[config.mk]
export PLATFORM = sky130hd
export DESIGN_NAME = dashed_line_rasterizer
export DESIGN_NICKNAME = d
export VERILOG_FILES = /design/src/rtl/drl_pkg.sv /design/src/rtl/drl_setup.sv /design/src/rtl/drl_stepper.sv /design/src/rtl/drl_out_reg.sv /design/src/rtl/dashed_line_rasterizer.sv
export SDC_FILE = /design/constraint.sdc
export NUM_CORES = 1
export LEC_CHECK = 0
export BUFFER_PORTS_ARGS = -buffer_cell sky130_fd_sc_hd__buf_2
export CAP_MARGIN = 20
export CORE_MARGIN = 2
export CORE_UTILIZATION = 50
export CTS_BUF_LIST = sky130_fd_sc_hd__clkbuf_8 sky130_fd_sc_hd__clkbuf_16
export DETAILED_ROUTE_END_ITERATION = 16
export GPL_ROUTABILITY_DRIVEN = 0
export PLACE_DENSITY = 0.77
export SLEW_MARGIN = 25
export SYNTH_ARGS = -nofsm -noshare
export SYNTH_HDL_FRONTEND = slang
export SYNTH_HIERARCHICAL = 1
export SYNTH_SLANG_ARGS = --single-unit
[constraint.sdc]
create_clock -name clk -period 9.6 [get_ports clk]
set_clock_uncertainty 0.1 [all_clocks]
set_input_delay 0.96 -clock clk [delete_from_list [all_inputs] [get_ports clk]]
set_output_delay 0.96 -clock clk [all_outputs]
set_load 0.01 [all_outputs]
[src/rtl/drl_pkg.sv]
// Shared types and constants for the dashed line rasterizer.
// Used by every module under rtl/; depends on nothing.
package drl_pkg;

  localparam int CW   = 12;       // coordinate width
  localparam int EW   = CW + 1;   // error accumulator width
  localparam int SW   = 8;        // dash spacing / phase width
  localparam int COLW = 32;       // packed RGBA colour

  typedef logic signed [CW-1:0] coord_t;
  typedef logic [CW-1:0]        delta_t;
  typedef logic [EW-1:0]        err_t;
  typedef logic [SW-1:0]        spc_t;
  typedef logic [COLW-1:0]      color_t;

  typedef enum logic {
    CMD_START   = 1'b0,
    CMD_ADVANCE = 1'b1
  } cmd_t;

  // Line parameters derived from a start beat.
  typedef struct packed {
    coord_t x0;
    coord_t y0;
    delta_t major;
    delta_t minor;
    logic   xneg;
    logic   yneg;
    logic   xmaj;
    err_t   err;
    spc_t   phase;
    logic   active;
  } setup_t;

  // One emitted line position.
  typedef struct packed {
    coord_t x;
    coord_t y;
    color_t color;
    logic   visible;
    logic   last;
  } pixel_t;

  // Stepper status seen by the top level.
  typedef struct packed {
    logic active;
    logic emit;
    logic last;
  } stat_t;

endpackage

[src/rtl/drl_setup.sv]
// Line setup: direction, major axis, deltas and initial error term.
// Pure combinational; depends on drl_pkg.
module drl_setup (
  input  drl_pkg::coord_t x_start,
  input  drl_pkg::coord_t y_start,
  input  drl_pkg::coord_t x_end,
  input  drl_pkg::coord_t y_end,
  input  drl_pkg::spc_t   spacing,
  output drl_pkg::setup_t setup
);
  import drl_pkg::*;

  logic   xneg, yneg, xmaj;
  delta_t dx, dy, major;

  always_comb begin
    xneg = (x_end < x_start);
    yneg = (y_end < y_start);
    // magnitude fits CW bits unsigned, so a wrapped difference is exact
    dx   = xneg ? delta_t'(x_start - x_end) : delta_t'(x_end - x_start);
    dy   = yneg ? delta_t'(y_start - y_end) : delta_t'(y_end - y_start);
    xmaj = (dx >= dy);
    major = xmaj ? dx : dy;

    setup.x0     = x_start;
    setup.y0     = y_start;
    setup.major  = major;
    setup.minor  = xmaj ? dy : dx;
    setup.xneg   = xneg;
    setup.yneg   = yneg;
    setup.xmaj   = xmaj;
    setup.err    = {2'b00, major[CW-1:1]};
    setup.phase  = (spacing == spc_t'(1)) ? spc_t'(0) : spc_t'(1);
    setup.active = (major != '0);
  end

endmodule

[src/rtl/drl_stepper.sv]
// Bresenham stepper state: loads a line on start, emits one position per advance while a line is active.
// Depends on drl_pkg and takes its setup from drl_setup.
module drl_stepper (
  input  logic            clk,
  input  logic            rst_n,
  input  logic            take,
  input  logic            command,
  input  drl_pkg::setup_t setup,
  input  drl_pkg::spc_t   spacing,
  input  drl_pkg::color_t color,
  output drl_pkg::pixel_t pix,
  output drl_pkg::stat_t  stat
);
  import drl_pkg::*;

  coord_t cur_x_r, cur_x_nxt, cur_y_r, cur_y_nxt;
  err_t   err_r, err_nxt;
  delta_t major_r, minor_r, pos_r, pos_nxt;
  logic   xneg_r, yneg_r, xmaj_r, active_r, active_nxt;
  spc_t   phase_r, phase_nxt, spacing_r;
  color_t color_r;

  logic             start, emit, vis, fin, ge;
  err_t             sum;
  logic [EW:0]      diff;
  spc_t             ph1;

  assign start = take && (command == CMD_START);
  assign emit  = take && (command == CMD_ADVANCE) && active_r;

  always_comb begin
    vis  = (spacing_r == '0) || (phase_r >= (spacing_r >> 1));
    fin  = (pos_r == major_r);
    sum  = err_r + {1'b0, minor_r};
    diff = {1'b0, sum} - {2'b00, major_r};
    ge   = !diff[EW];
    err_nxt = ge ? diff[EW-1:0] : sum;

    cur_x_nxt = cur_x_r;
    cur_y_nxt = cur_y_r;
    if (xmaj_r || ge) begin
      cur_x_nxt = xneg_r ? cur_x_r - coord_t'(1) : cur_x_r + coord_t'(1);
    end
    if (!xmaj_r || ge) begin
      cur_y_nxt = yneg_r ? cur_y_r - coord_t'(1) : cur_y_r + coord_t'(1);
    end

    pos_nxt = pos_r + delta_t'(1);
    ph1     = phase_r + spc_t'(1);
    phase_nxt = phase_r;
    if (spacing_r != '0) begin
      phase_nxt = (ph1 >= spacing_r) ? spc_t'(0) : ph1;
    end
    active_nxt = !fin;
  end

  always_ff @(posedge clk) begin
    if (!rst_n) begin
      cur_x_r   <= '0;
      cur_y_r   <= '0;
      err_r     <= '0;
      major_r   <= '0;
      minor_r   <= '0;
      xneg_r    <= 1'b0;
      yneg_r    <= 1'b0;
      xmaj_r    <= 1'b0;
      pos_r     <= '0;
      phase_r   <= '0;
      spacing_r <= '0;
      color_r   <= '0;
      active_r  <= 1'b0;
    end else if (start) begin
      cur_x_r   <= setup.x0;
      cur_y_r   <= setup.y0;
      err_r     <= setup.err;
      major_r   <= setup.major;
      minor_r   <= setup.minor;
      xneg_r    <= setup.xneg;
      yneg_r    <= setup.yneg;
      xmaj_r    <= setup.xmaj;
      pos_r     <= delta_t'(1);
      phase_r   <= setup.phase;
      spacing_r <= spacing;
      color_r   <= color;
      active_r  <= setup.active;
    end else if (emit) begin
      cur_x_r  <= cur_x_nxt;
      cur_y_r  <= cur_y_nxt;
      err_r    <= err_nxt;
      pos_r    <= pos_nxt;
      phase_r  <= phase_nxt;
      active_r <= active_nxt;
    end
  end

  assign pix.x       = cur_x_r;
  assign pix.y       = cur_y_r;
  assign pix.color   = color_r;
  assign pix.visible = vis;
  assign pix.last    = fin;

  assign stat.active = active_r;
  assign stat.emit   = emit;
  assign stat.last   = fin;

endmodule

[src/rtl/drl_out_reg.sv]
// Result register: holds one emitted beat until the receiver takes it.
// Depends on drl_pkg.
module drl_out_reg (
  input  logic            clk,
  input  logic            rst_n,
  input  logic            load,
  input  drl_pkg::pixel_t pix,
  input  logic            out_stall,
  output logic            out_valid,
  output drl_pkg::pixel_t pix_q,
  output logic            up_stall
);
  import drl_pkg::*;

  logic   valid_r, valid_nxt;
  pixel_t pix_r;

  // a full register that the receiver stalls blocks new input
  assign up_stall  = valid_r && out_stall;
  assign valid_nxt = load || up_stall;

  always_ff @(posedge clk) begin
    if (!rst_n) begin
      valid_r <= 1'b0;
    end else begin
      valid_r <= valid_nxt;
    end
  end

  always_ff @(posedge clk) begin
    if (load) begin
      pix_r <= pix;
    end
  end

  assign out_valid = valid_r;
  assign pix_q     = pix_r;

endmodule

[src/rtl/dashed_line_rasterizer.sv]
// Dashed Bresenham line rasterizer, top level.
// Depends on drl_pkg, drl_setup, drl_stepper and drl_out_reg.
//
// Usage:
//   Input channel (in_valid / in_stall): one beat is one command. A start
//   beat (in_command = 0) loads both endpoints, the dash spacing and the
//   colour and produces no output. An advance beat (in_command = 1)
//   produces one line position while a line is active, nothing otherwise.
//   A line of major length L gives L positions: start point first, end
//   point never; out_last marks the final one. Equal endpoints give none.
//   Output channel (out_valid / out_stall): one position per beat.
//   An advance accepted at an edge is loaded into the result register at
//   that edge and appears on the outputs right after it.
//   Throughput: one beat per clock in both directions unless stalled; the
//   line state is updated in the same cycle a beat is accepted.
//   Stall: while the result register is full and out_stall is high,
//   in_stall is raised and the held beat does not change.
//   Reset (rst_n low, synchronous): line goes idle, result register empties.
module dashed_line_rasterizer (
  input  logic                          clk,
  input  logic                          rst_n,
  input  logic                          in_valid,
  output logic                          in_stall,
  input  logic                          in_command,
  input  logic signed [drl_pkg::CW-1:0] in_x_start,
  input  logic signed [drl_pkg::CW-1:0] in_y_start,
  input  logic signed [drl_pkg::CW-1:0] in_x_end,
  input  logic signed [drl_pkg::CW-1:0] in_y_end,
  input  logic [drl_pkg::SW-1:0]        in_dash_spacing,
  input  logic [drl_pkg::COLW-1:0]      in_line_color,
  output logic                          out_valid,
  input  logic                          out_stall,
  output logic signed [drl_pkg::CW-1:0] out_pixel_x,
  output logic signed [drl_pkg::CW-1:0] out_pixel_y,
  output logic [drl_pkg::COLW-1:0]      out_pixel_color,
  output logic                          out_visible,
  output logic                          out_last
);
  import drl_pkg::*;

  setup_t setup;
  pixel_t pix, pix_q;
  stat_t  stat;
  logic   take;

  assign take = in_valid && !in_stall;

  drl_setup u_setup (
    .x_start (in_x_start),
    .y_start (in_y_start),
    .x_end   (in_x_end),
    .y_end   (in_y_end),
    .spacing (in_dash_spacing),
    .setup   (setup)
  );

  drl_stepper u_stepper (
    .clk     (clk),
    .rst_n   (rst_n),
    .take    (take),
    .command (in_command),
    .setup   (setup),
    .spacing (in_dash_spacing),
    .color   (in_line_color),
    .pix     (pix),
    .stat    (stat)
  );

  drl_out_reg u_out_reg (
    .clk       (clk),
    .rst_n     (rst_n),
    .load      (stat.emit),
    .pix       (pix),
    .out_stall (out_stall),
    .out_valid (out_valid),
    .pix_q     (pix_q),
    .up_stall  (in_stall)
  );

  assign out_pixel_x     = pix_q.x;
  assign out_pixel_y     = pix_q.y;
  assign out_pixel_color = pix_q.color;
  assign out_visible     = pix_q.visible;
  assign out_last        = pix_q.last;

  // a beat is emitted only from an active line
  a_emit_active: assert property (@(posedge clk) disable iff (!rst_n)
    stat.emit |-> stat.active)
    else $error("position emitted while no line is active");

  // the final position ends the line
  a_last_ends: assert property (@(posedge clk) disable iff (!rst_n)
    (stat.emit && stat.last) |=> !stat.active)
    else $error("line still active after its last position");

  // input is blocked only behind a full result register
  a_stall_full: assert property (@(posedge clk) disable iff (!rst_n)
    in_stall |-> out_valid)
    else $error("input stalled with empty result register");

  // an emitted beat always shows up on the output next cycle
  a_emit_shows: assert property (@(posedge clk) disable iff (!rst_n)
    stat.emit |=> out_valid)
    else $error("emitted position lost");

endmodule

==> results.py, run 1 <==
metrics = {
    "run_status": {
        "status": "complete, no violations",
    },
    "route": {
        "drt_wl_total_microns": 32500,
        "drtAntennaViolNets": 0,
        "firstDrtPassIters": 6,
        "via_count": 11173,
        "wl_per_cell_microns": 16.9,
        "drc": 0,
        "drt_iter0_markers": 1031,
        "vias_per_cell": 5.80,
    },
    "clocking": {
        "htree_levels": 4,
        "cts_tree": "built",
        "clock_sinks": 184,
        "cts_root_buffer": "clkbuf_16",
        "cts_made_buffers": 17,
        "clk_path_buf_depth": 2,
        "cts_setup_buffers": 0,
        "hold_buffers": 0,
        "clk_latency_ps": 430,
        "cts-resized-gates": 0,
        "clk_pin_slew_ps": 80,
    },
    "finish": {
        "final_area_sq_um": 14200,
        "post-route-util_pct": 56.2,
        "layout-drive-gt1-share_pct": 16.3,
        "multiInputGateArea_sq_um": 7680,
        "n_antenna_cell": 0,
        "fin_nets": 1804,
        "seq_area_sq_um": 4260,
        "final_cell_mix": "nand2_1, a21oi_1, buf_2",
        "final_common_cell": "nand2_1",
        "syn_to_final_growth_pct": 9.92,
        "n_fill_cell": 2272,
    },
    "power": {
        "peakVddDrop_uv": 149,
        "p_leak_nw": 6.26,
        "p_per_area_nw_per_um2": 208,
    },
    "grt": {
        "grt_max_degree": 75,
        "grt_overflow_total": 0,
        "grt_first_pass_wirelength_microns": 51600,
        "grt_use_total_pct": 23.8,
        "grt_pass1_vias": 10455,
        "antenna_found_initial": 1,
    },
    "place": {
        "placed_area_sq_um": 13600,
        "hpwl_microns": 24100,
        "port_buffers": 152,
        "pre_cts_ws_ps": 2690,
    },
    "timing": {
        "worst_hold_slack_ps": 324,
        "fin_crit_sh_pct": 65.2,
        "report.final.hold_viol_count": 0,
        "min_period_ps": 6260,
        "setup_tns_ps": 0,
        "slew_violations": 0,
        "max_freq_ghz": 0.160,
        "setup_slack_ps": 3340,
        "rsz0062_at_grt": "no",
        "tightest_slew_ps": 981,
        "setup_viol": 0,
        "relSlewSlack_pct": 34.6,
    },
    "worst_setup_path": {
        "cp.required_ps": 9790,
        "setup.worst_path.class": "in -> reg",
        "crit_path_start_kind": "primary input",
        "end_kind": "flip-flop",
        "rr_worst_depth": 15,
        "crit_fanout": 26,
        "arrival_ps": 6450,
    },
    "synthesis": {
        "synthCells": 1502,
        "syn-cell-area_sq_um": 12900,
        "syn_area_per_cell_sq_um": 8.60,
        "yosys_warnings": 6,
    },
    "flow_run": {
        "cap_viol_max_count": 0,
    },
    "die": {
        "start_util_pct": 51.1,
        "core_sq_um": 25300,
        "rows": 58,
        "die_w_microns": 165,
        "io_pins": 153,
        "die_area_sq_um": 27100,
        "chipHeight_microns": 165,
    },
    "hold_path": {
        "hold_class": "reg -> reg",
        "hold_depth": 0,
    },
}
[flip-flops by register name (all words and copies together) (netlist names), 8 cells and up]
name / flops
u_stepper/spacing_r: 8
u_stepper/phase_r: 8
u_stepper/major_r: 12
u_stepper/pos_r: 12
u_stepper/err_r: 13
u_stepper/cur_x_r: 12
u_stepper/color_r: 32
u_out_reg/pix_q: 58
u_stepper/cur_y_r: 12
u_stepper/minor_r: 12
[critical path: stages]
cell and delay, ps:
buf_2 110, inv_1 40, ha_1 150, inv_1 60
fa_1 420, a211oi_1 320, o211ai_2 170, a32oi_4 550
mux2i_1 260, nand2_1 70, a221oi_1 290, xnor2_1 250
inv_1 100, ha_1 290, nand4_1 90, o21ai_0 160
a21oi_1 120, o21ai_4 580, inv_2 300, mux2i_1 240
a211o_1 270, or4_1 400, a22oi_1 180, nor2_1 60
[metrics by stage]
step	total power, mW	instances
after global placement	2.17	1895
final	2.95	1927
after global routing	3.12	1927
after CTS	2.93	1927
after floorplan	1.98	1510
after detailed placement	2.21	1895
[final cells by class]
class | instances | share of cell area (%)
clock buffers | 17 | 3.00
multi-input cells | 1115 | 54.1
flip-flops and latches | 184 | 30.1
repair buffers | 158 | 5.68
well taps | 330 | 2.91
inverters | 108 | 2.88
clock inverters | 15 | 1.37
[power by group]
group / leakage, nW / internal, mW / switching (mW)
clock network: 0.300 / 0.358 / 0.353
registers: 1.60 / 0.872 / 0.0675
logic: 4.37 / 0.523 / 0.776
total: 6.26 / 1.75 / 1.20
[metal layers]
metal  wire length, microns  vias up  share of wire (%)  track usage (%)
li1                       -     5440                  -                -
met1                  14600     5223                 45             32.0
met2                  14900      448                 46             39.6
met3                   2290       60                7.1             3.26
met4                    716        2                2.2             7.51
met5                     13        -              0.040                0
[path summary, 6_finish.rpt]
kind	endpoint	startpoint	slack, ps
worst max register to register	u_stepper/cur_y_r[6]	u_stepper/err_r[0]	4970
worst min register to register	u_out_reg/pix_q[16]	u_stepper/color_r[14]	320
worst max-delay path	u_stepper/active_r	in_y_end[0]	3340
worst min-delay path	u_out_reg/pix_q[16]	u_stepper/color_r[14]	320
Note: power is estimated with default switching activity, not from simulation.
==> run 2: changes to the inputs <==
==> constraint.sdc (replaced) <==
create_clock -name clk -period 5.82 [get_ports clk]
set_clock_uncertainty 0.1 [all_clocks]
set_input_delay 0.582 -clock clk [delete_from_list [all_inputs] [get_ports clk]]
set_output_delay 0.582 -clock clk [all_outputs]
set_load 0.01 [all_outputs]
==> run 2 against run 1 <==
  * Non-clock buffer count rose by 10
  * First-iteration DRC count fell by 13%
  * Sequential power rose by 64%
  * Combinational power rose by 68%
  * Highest routed layer is now met4
==> results.py, run 2 (synthesized netlist as in run 1, its figures left out) <==
metrics = {
    "run_status": {
        "status": "complete, no violations",
    },
    "power": {
        "p_per_area_nw_per_um2": 345,
        "p_leak_nw": 6.31,
        "peakVddDrop_uv": 221,
    },
    "worst_setup_path": {
        "cpPeakStageDelay_ps": 430,
        "setup.worst_path.class": "in -> reg",
        "crit_family": "compound AO/OA/AOI/OAI gates",
        "crit_path_start_kind": "primary input",
        "crit_fanout": 13,
        "cpMostUsedCell": "inv_1",
        "end_kind": "flip-flop",
        "r2r_setup_slack_ps": 1210,
        "arrival_ps": 5610,
        "crit_path_top_delay_cell": "fa_1",
        "cp.required_ps": 6000,
        "worst-path-buf-inv": 7,
    },
    "timing": {
        "tightest_slew_ps": 1020,
        "relSlewSlack_pct": 32.1,
        "setup_tns_ps": 0,
        "max_freq_ghz": 0.184,
        "min_period_ps": 5430,
        "fin_crit_sh_pct": 93.3,
        "report.final.hold_viol_count": 0,
        "setup_slack_ps": 393,
        "slew_violations": 0,
        "rsz0062_at_grt": "no",
        "setup_viol": 0,
    },
    "grt": {
        "grt_first_pass_wirelength_microns": 53000,
        "grt_pass1_vias": 10643,
        "grt_overflow_total": 0,
        "grt_max_degree": 87,
        "antenna_found_initial": 0,
        "grt_use_total_pct": 24.4,
    },
    "hold_path": {
        "hold_class": "in -> reg",
    },
    "clocking": {
        "cts-resized-gates": 0,
        "hold_buffers": 0,
        "clock_sinks": 184,
        "cts_setup_buffers": 0,
        "htree_levels": 4,
        "cts_tree": "built",
        "cts_made_buffers": 17,
        "clk_pin_slew_ps": 80,
        "clk_latency_ps": 440,
        "clk_path_buf_depth": 2,
        "cts_root_buffer": "clkbuf_16",
    },
    "route": {
        "drc": 0,
        "via_count": 11171,
        "drtAntennaViolNets": 0,
        "firstDrtPassIters": 5,
        "wl_per_cell_microns": 16.8,
        "vias_per_cell": 5.77,
        "drt_wl_total_microns": 32600,
        "drt_iter0_markers": 895,
    },
    "place": {
        "port_buffers": 152,
        "pre_cts_ws_ps": 47.7,
        "hpwl_microns": 24400,
    },
    "finish": {
        "n_fill_cell": 2243,
        "fin_nets": 1814,
        "n_antenna_cell": 0,
        "largest_reg_flops": 58,
        "multiInputGateArea_sq_um": 7660,
        "seq_area_sq_um": 4260,
        "final_cell_mix": "nand2_1, a21oi_1, buf_2",
        "layout-drive-gt1-share_pct": 16.8,
        "final_common_cell": "nand2_1",
        "syn_to_final_growth_pct": 10.4,
    },
    "die": {
        "die_w_microns": 165,
        "core_sq_um": 25300,
        "rows": 58,
        "start_util_pct": 51.1,
        "io_pins": 153,
        "die_area_sq_um": 27100,
        "chipHeight_microns": 165,
    },
    "flow_run": {
        "cap_viol_max_count": 0,
    },
}
==> run 2: changes by cell type in the layout (fill, tap and decap cells not counted), sizes merged <==
cell and delta:
inv +2, clkinv -2, buf +10
==> run 2: path summary, 6_finish.rpt <==
kind	cells past startpoint	start	end
max	25	in_y_end[0]	u_stepper/active_r
min	3	in_line_color[0]	u_stepper/color_r[0]
max reg2reg	14	u_stepper/err_r[0]	u_stepper/cur_y_r[0]
min reg2reg	0	u_stepper/color_r[8]	u_out_reg/pix_q[10]
==> run 2: layer usage <==
metal / global-route usage (%) / share of wire, % / wire [microns] / up-vias
met4: 8.10 / 2.4 / 791 / 0
li1: - / - / - / 5466
met5: 0 / 0 / 0 / -
met1: 31.9 / 44 / 14300 / 5175
met2: 40.2 / 45 / 14800 / 466
met3: 5.40 / 8.5 / 2760 / 64
==> run 2: cell type report <==
type                    count  area share [%]
clock buffers              17            2.98
clock inverters            15            1.41
inverters                 108            2.87
multi-input cells        1115            53.7
flip-flops and latches    184            29.9
well taps                 330            2.90
repair buffers            168            6.20
==> run 2: metrics by stage <==
step / hold slack (ps) / cell area, sq um / power [mW] / instances / util [%]
floorplan: 308 / 12900 / 3.27 / 1510 / -
global route: 268 / 14300 / 5.22 / 1937 / 56.5
detailed placement: 314 / 13600 / 3.69 / 1905 / 54.0
finish: 277 / 14300 / 4.92 / 1937 / 56.5
CTS: 262 / 14300 / 4.90 / 1937 / 56.5
global placement: 310 / 13600 / 3.64 / 1904 / 53.9
==> run 2: where the power goes <==
group | switching [mW] | internal (mW)
logic | 1.28 | 0.904
registers | 0.105 | 1.44
clock network | 0.595 | 0.596
total | 1.98 | 2.94
==> run 2: worst register-to-register path, cell delays in order, from the launching register on <==
cell       delay (ps)
dfxtp_1           340
ha_1              190
inv_1              60
fa_1              410
nor2b_1           230
o2111ai_1         200
nand3b_1          150
xor2_1            240
ha_1              340
a2111o_1          460
o2111ai_1         310
a21oi_1           220
o41ai_1           920
nand2_1           160
a31oi_1           210
==> run 3: changes to the inputs <==
--- a/config.mk
+++ b/config.mk
@@ -7,12 +7,15 @@
 export LEC_CHECK = 0
 export BUFFER_PORTS_ARGS = -buffer_cell sky130_fd_sc_hd__buf_2
 export CAP_MARGIN = 20
+export CELL_PAD_IN_SITES_DETAIL_PLACEMENT = 1
+export CELL_PAD_IN_SITES_GLOBAL_PLACEMENT = 2
 export CORE_MARGIN = 2
-export CORE_UTILIZATION = 50
+export CORE_UTILIZATION = 36
 export CTS_BUF_LIST = sky130_fd_sc_hd__clkbuf_8 sky130_fd_sc_hd__clkbuf_16
 export DETAILED_ROUTE_END_ITERATION = 16
 export GPL_ROUTABILITY_DRIVEN = 0
-export PLACE_DENSITY = 0.77
+export MAX_ROUTING_LAYER = met4
+export PLACE_DENSITY = 0.88
 export SLEW_MARGIN = 25
 export SYNTH_ARGS = -nofsm -noshare
 export SYNTH_HDL_FRONTEND = slang
==> run 3 against run 2 <==
  * Total power up 1.6%
  * Cell area up 1.5%
  * Combinational power up 3%
  * Sequential power about the same
  * Maximum frequency up 1.6%
  * Largest power group unchanged
  * Sequential cell count unchanged
  * Count of clock-buffer cells in the layout up 2
  * Global-route usage down 3.3 points
==> results.py, run 3 (synthesized netlist as in run 1, its figures left out) <==
metrics = {
    "route": {
        "drtAntennaViolNets": 0,
        "firstDrtPassIters": 5,
        "drt_wl_total_microns": 38200,
        "via_count": 11209,
        "wl_per_cell_microns": 18.4,
        "drt_iter0_markers": 530,
        "vias_per_cell": 5.41,
        "drc": 0,
    },
    "timing": {
        "setup_tns_ps": 0,
        "tightest_slew_ps": 1060,
        "max_freq_ghz": 0.187,
        "report.final.hold_viol_count": 0,
        "setup_viol": 0,
        "slew_violations": 0,
        "relSlewSlack_pct": 29.3,
        "min_period_ps": 5340,
        "setup_slack_ps": 478,
        "fin_crit_sh_pct": 91.8,
        "rsz0062_at_grt": "no",
    },
    "grt": {
        "antenna_found_initial": 0,
        "grt_use_total_pct": 21.2,
        "grt_max_degree": 77,
        "grt_pass1_vias": 11440,
        "grt_first_pass_wirelength_microns": 62100,
        "grt_overflow_total": 0,
    },
    "clocking": {
        "htree_levels": 4,
        "clk_path_buf_depth": 2,
        "cts_made_buffers": 17,
        "cts_tree": "built",
        "clk_latency_ps": 450,
        "clock_sinks": 184,
        "hold_buffers": 0,
        "clk_pin_slew_ps": 80,
        "cts_setup_buffers": 0,
        "cts-resized-gates": 0,
        "cts_root_buffer": "clkbuf_16",
    },
    "worst_setup_path": {
        "worstSetupEndpoint": "u_stepper/active_r",
        "arrival_ps": 5560,
        "crit_path_start": "in_y_end[0]",
        "end_kind": "flip-flop",
        "cp.required_ps": 6040,
        "r2r_start": "u_stepper/err_r[0]",
        "crit_fanout": 7,
        "crit_path_start_kind": "primary input",
        "reg2reg_to": "u_stepper/err_r[6]",
        "setup.worst_path.class": "in -> reg",
        "r2r_setup_slack_ps": 1310,
        "rr_worst_depth": 14,
    },
    "die": {
        "die_area_sq_um": 37400,
        "core_sq_um": 35500,
        "start_util_pct": 36.4,
        "chipHeight_microns": 193,
        "rows": 69,
        "die_w_microns": 193,
        "io_pins": 153,
    },
    "finish": {
        "final_cell_mix": "nand2_1, a21oi_1, buf_2",
        "fin_nets": 1819,
        "final_common_cell": "nand2_1",
        "largest_reg_flops": 58,
        "seq_area_sq_um": 4260,
        "n_fill_cell": 4299,
        "syn_to_final_growth_pct": 12.0,
        "multiInputGateArea_sq_um": 7680,
        "final_area_sq_um": 14500,
        "post-route-util_pct": 40.8,
        "n_antenna_cell": 0,
        "layout-drive-gt1-share_pct": 17.1,
    },
    "place": {
        "placed_area_sq_um": 13800,
        "port_buffers": 152,
        "pre_cts_ws_ps": 80.6,
        "hpwl_microns": 29300,
    },
    "power": {
        "netSwitchingPower_mw": 2.02,
        "combPwrFrac_pct": 45.0,
        "p_per_area_nw_per_um2": 345,
        "total_power_mw": 5.00,
        "clkPwrFrac_pct": 24.2,
        "swShare_pct": 40.4,
        "p_leak_nw": 6.34,
        "peakVddDrop_uv": 250,
        "p_int_mw": 2.98,
        "seqPwrFrac_pct": 30.8,
    },
    "run_status": {
        "status": "complete, no violations",
    },
    "hold_path": {
        "hold_depth": 3,
        "hold_class": "in -> reg",
    },
    "flow_run": {
        "cap_viol_max_count": 0,
    },
}
run 3: cell types whose count changed in the layout (fill, tap and decap cells not counted), sizes merged:
| cell | delta |
|---|---|
| inv | -1 |
| clkinvlp | +1 |
| buf | +5 |
| clkinv | -2 |
| clkbuf | +2 |
run 3: critical path, stage by stage:
cell	delay, ps
buf_2	110
inv_1	50
ha_1	150
inv_1	60
fa_1	390
a211oi_1	300
o211ai_2	170
a32oi_4	250
mux2i_1	230
nand2_1	80
a221oi_1	350
xnor2_1	230
inv_1	110
ha_1	290
nand4_1	100
o21ai_0	190
a21oi_1	120
o21ai_2	340
buf_4	230
nand3_1	100
a2111o_1	410
or4_1	480
a22oi_1	180
nor2_1	50
run 3: worst min-delay path by stage:
stage	from	end	slack, ps
finish	in_line_color[4]	u_stepper/color_r[4]	270
global route	in_line_color[6]	u_stepper/color_r[6]	250
CTS	in_line_color[4]	u_stepper/color_r[4]	240
detailed placement	u_stepper/color_r[23]	u_out_reg/pix_q[25]	320
global placement	u_stepper/color_r[8]	u_out_reg/pix_q[10]	310
floorplan	u_stepper/color_r[8]	u_out_reg/pix_q[10]	310
run 3: power groups by stage:
| stage | sequential, mW | clock (mW) | combinational, mW |
|---|---|---|---|
| after detailed placement | 1.57 | 0 | 2.20 |
| after CTS | 1.54 | 1.24 | 2.22 |
| after global routing | 1.56 | 1.29 | 2.49 |
| after floorplan | 1.53 | 0 | 1.74 |
| final | 1.54 | 1.21 | 2.25 |
| after global placement | 1.57 | 0 | 2.15 |
run 3: area by class of cell:
type                    count  area share [%]
multi-input cells        1115            53.1
repair buffers            173            6.35
inverters                 108            2.83
flip-flops and latches    184            29.5
clock inverters            13           0.986
clock buffers              19            3.29
well taps                 461            3.99
run 3: through the flow:
stage               hold slack [ps]  instances
floorplan                       308       1510
global placement                310       2041
detailed placement              317       2041
CTS                             244       2073
global route                    252       2073
finish                          267       2073
run 3: per-layer routing:
| metal | share of wire [%] | GRT usage [%] |
|---|---|---|
| met4 | 1.9 | 5.57 |
| met3 | 4.8 | 3.73 |
| met5 | 0 | - |
| met2 | 47 | 34.4 |
| met1 | 47 | 27.2 |
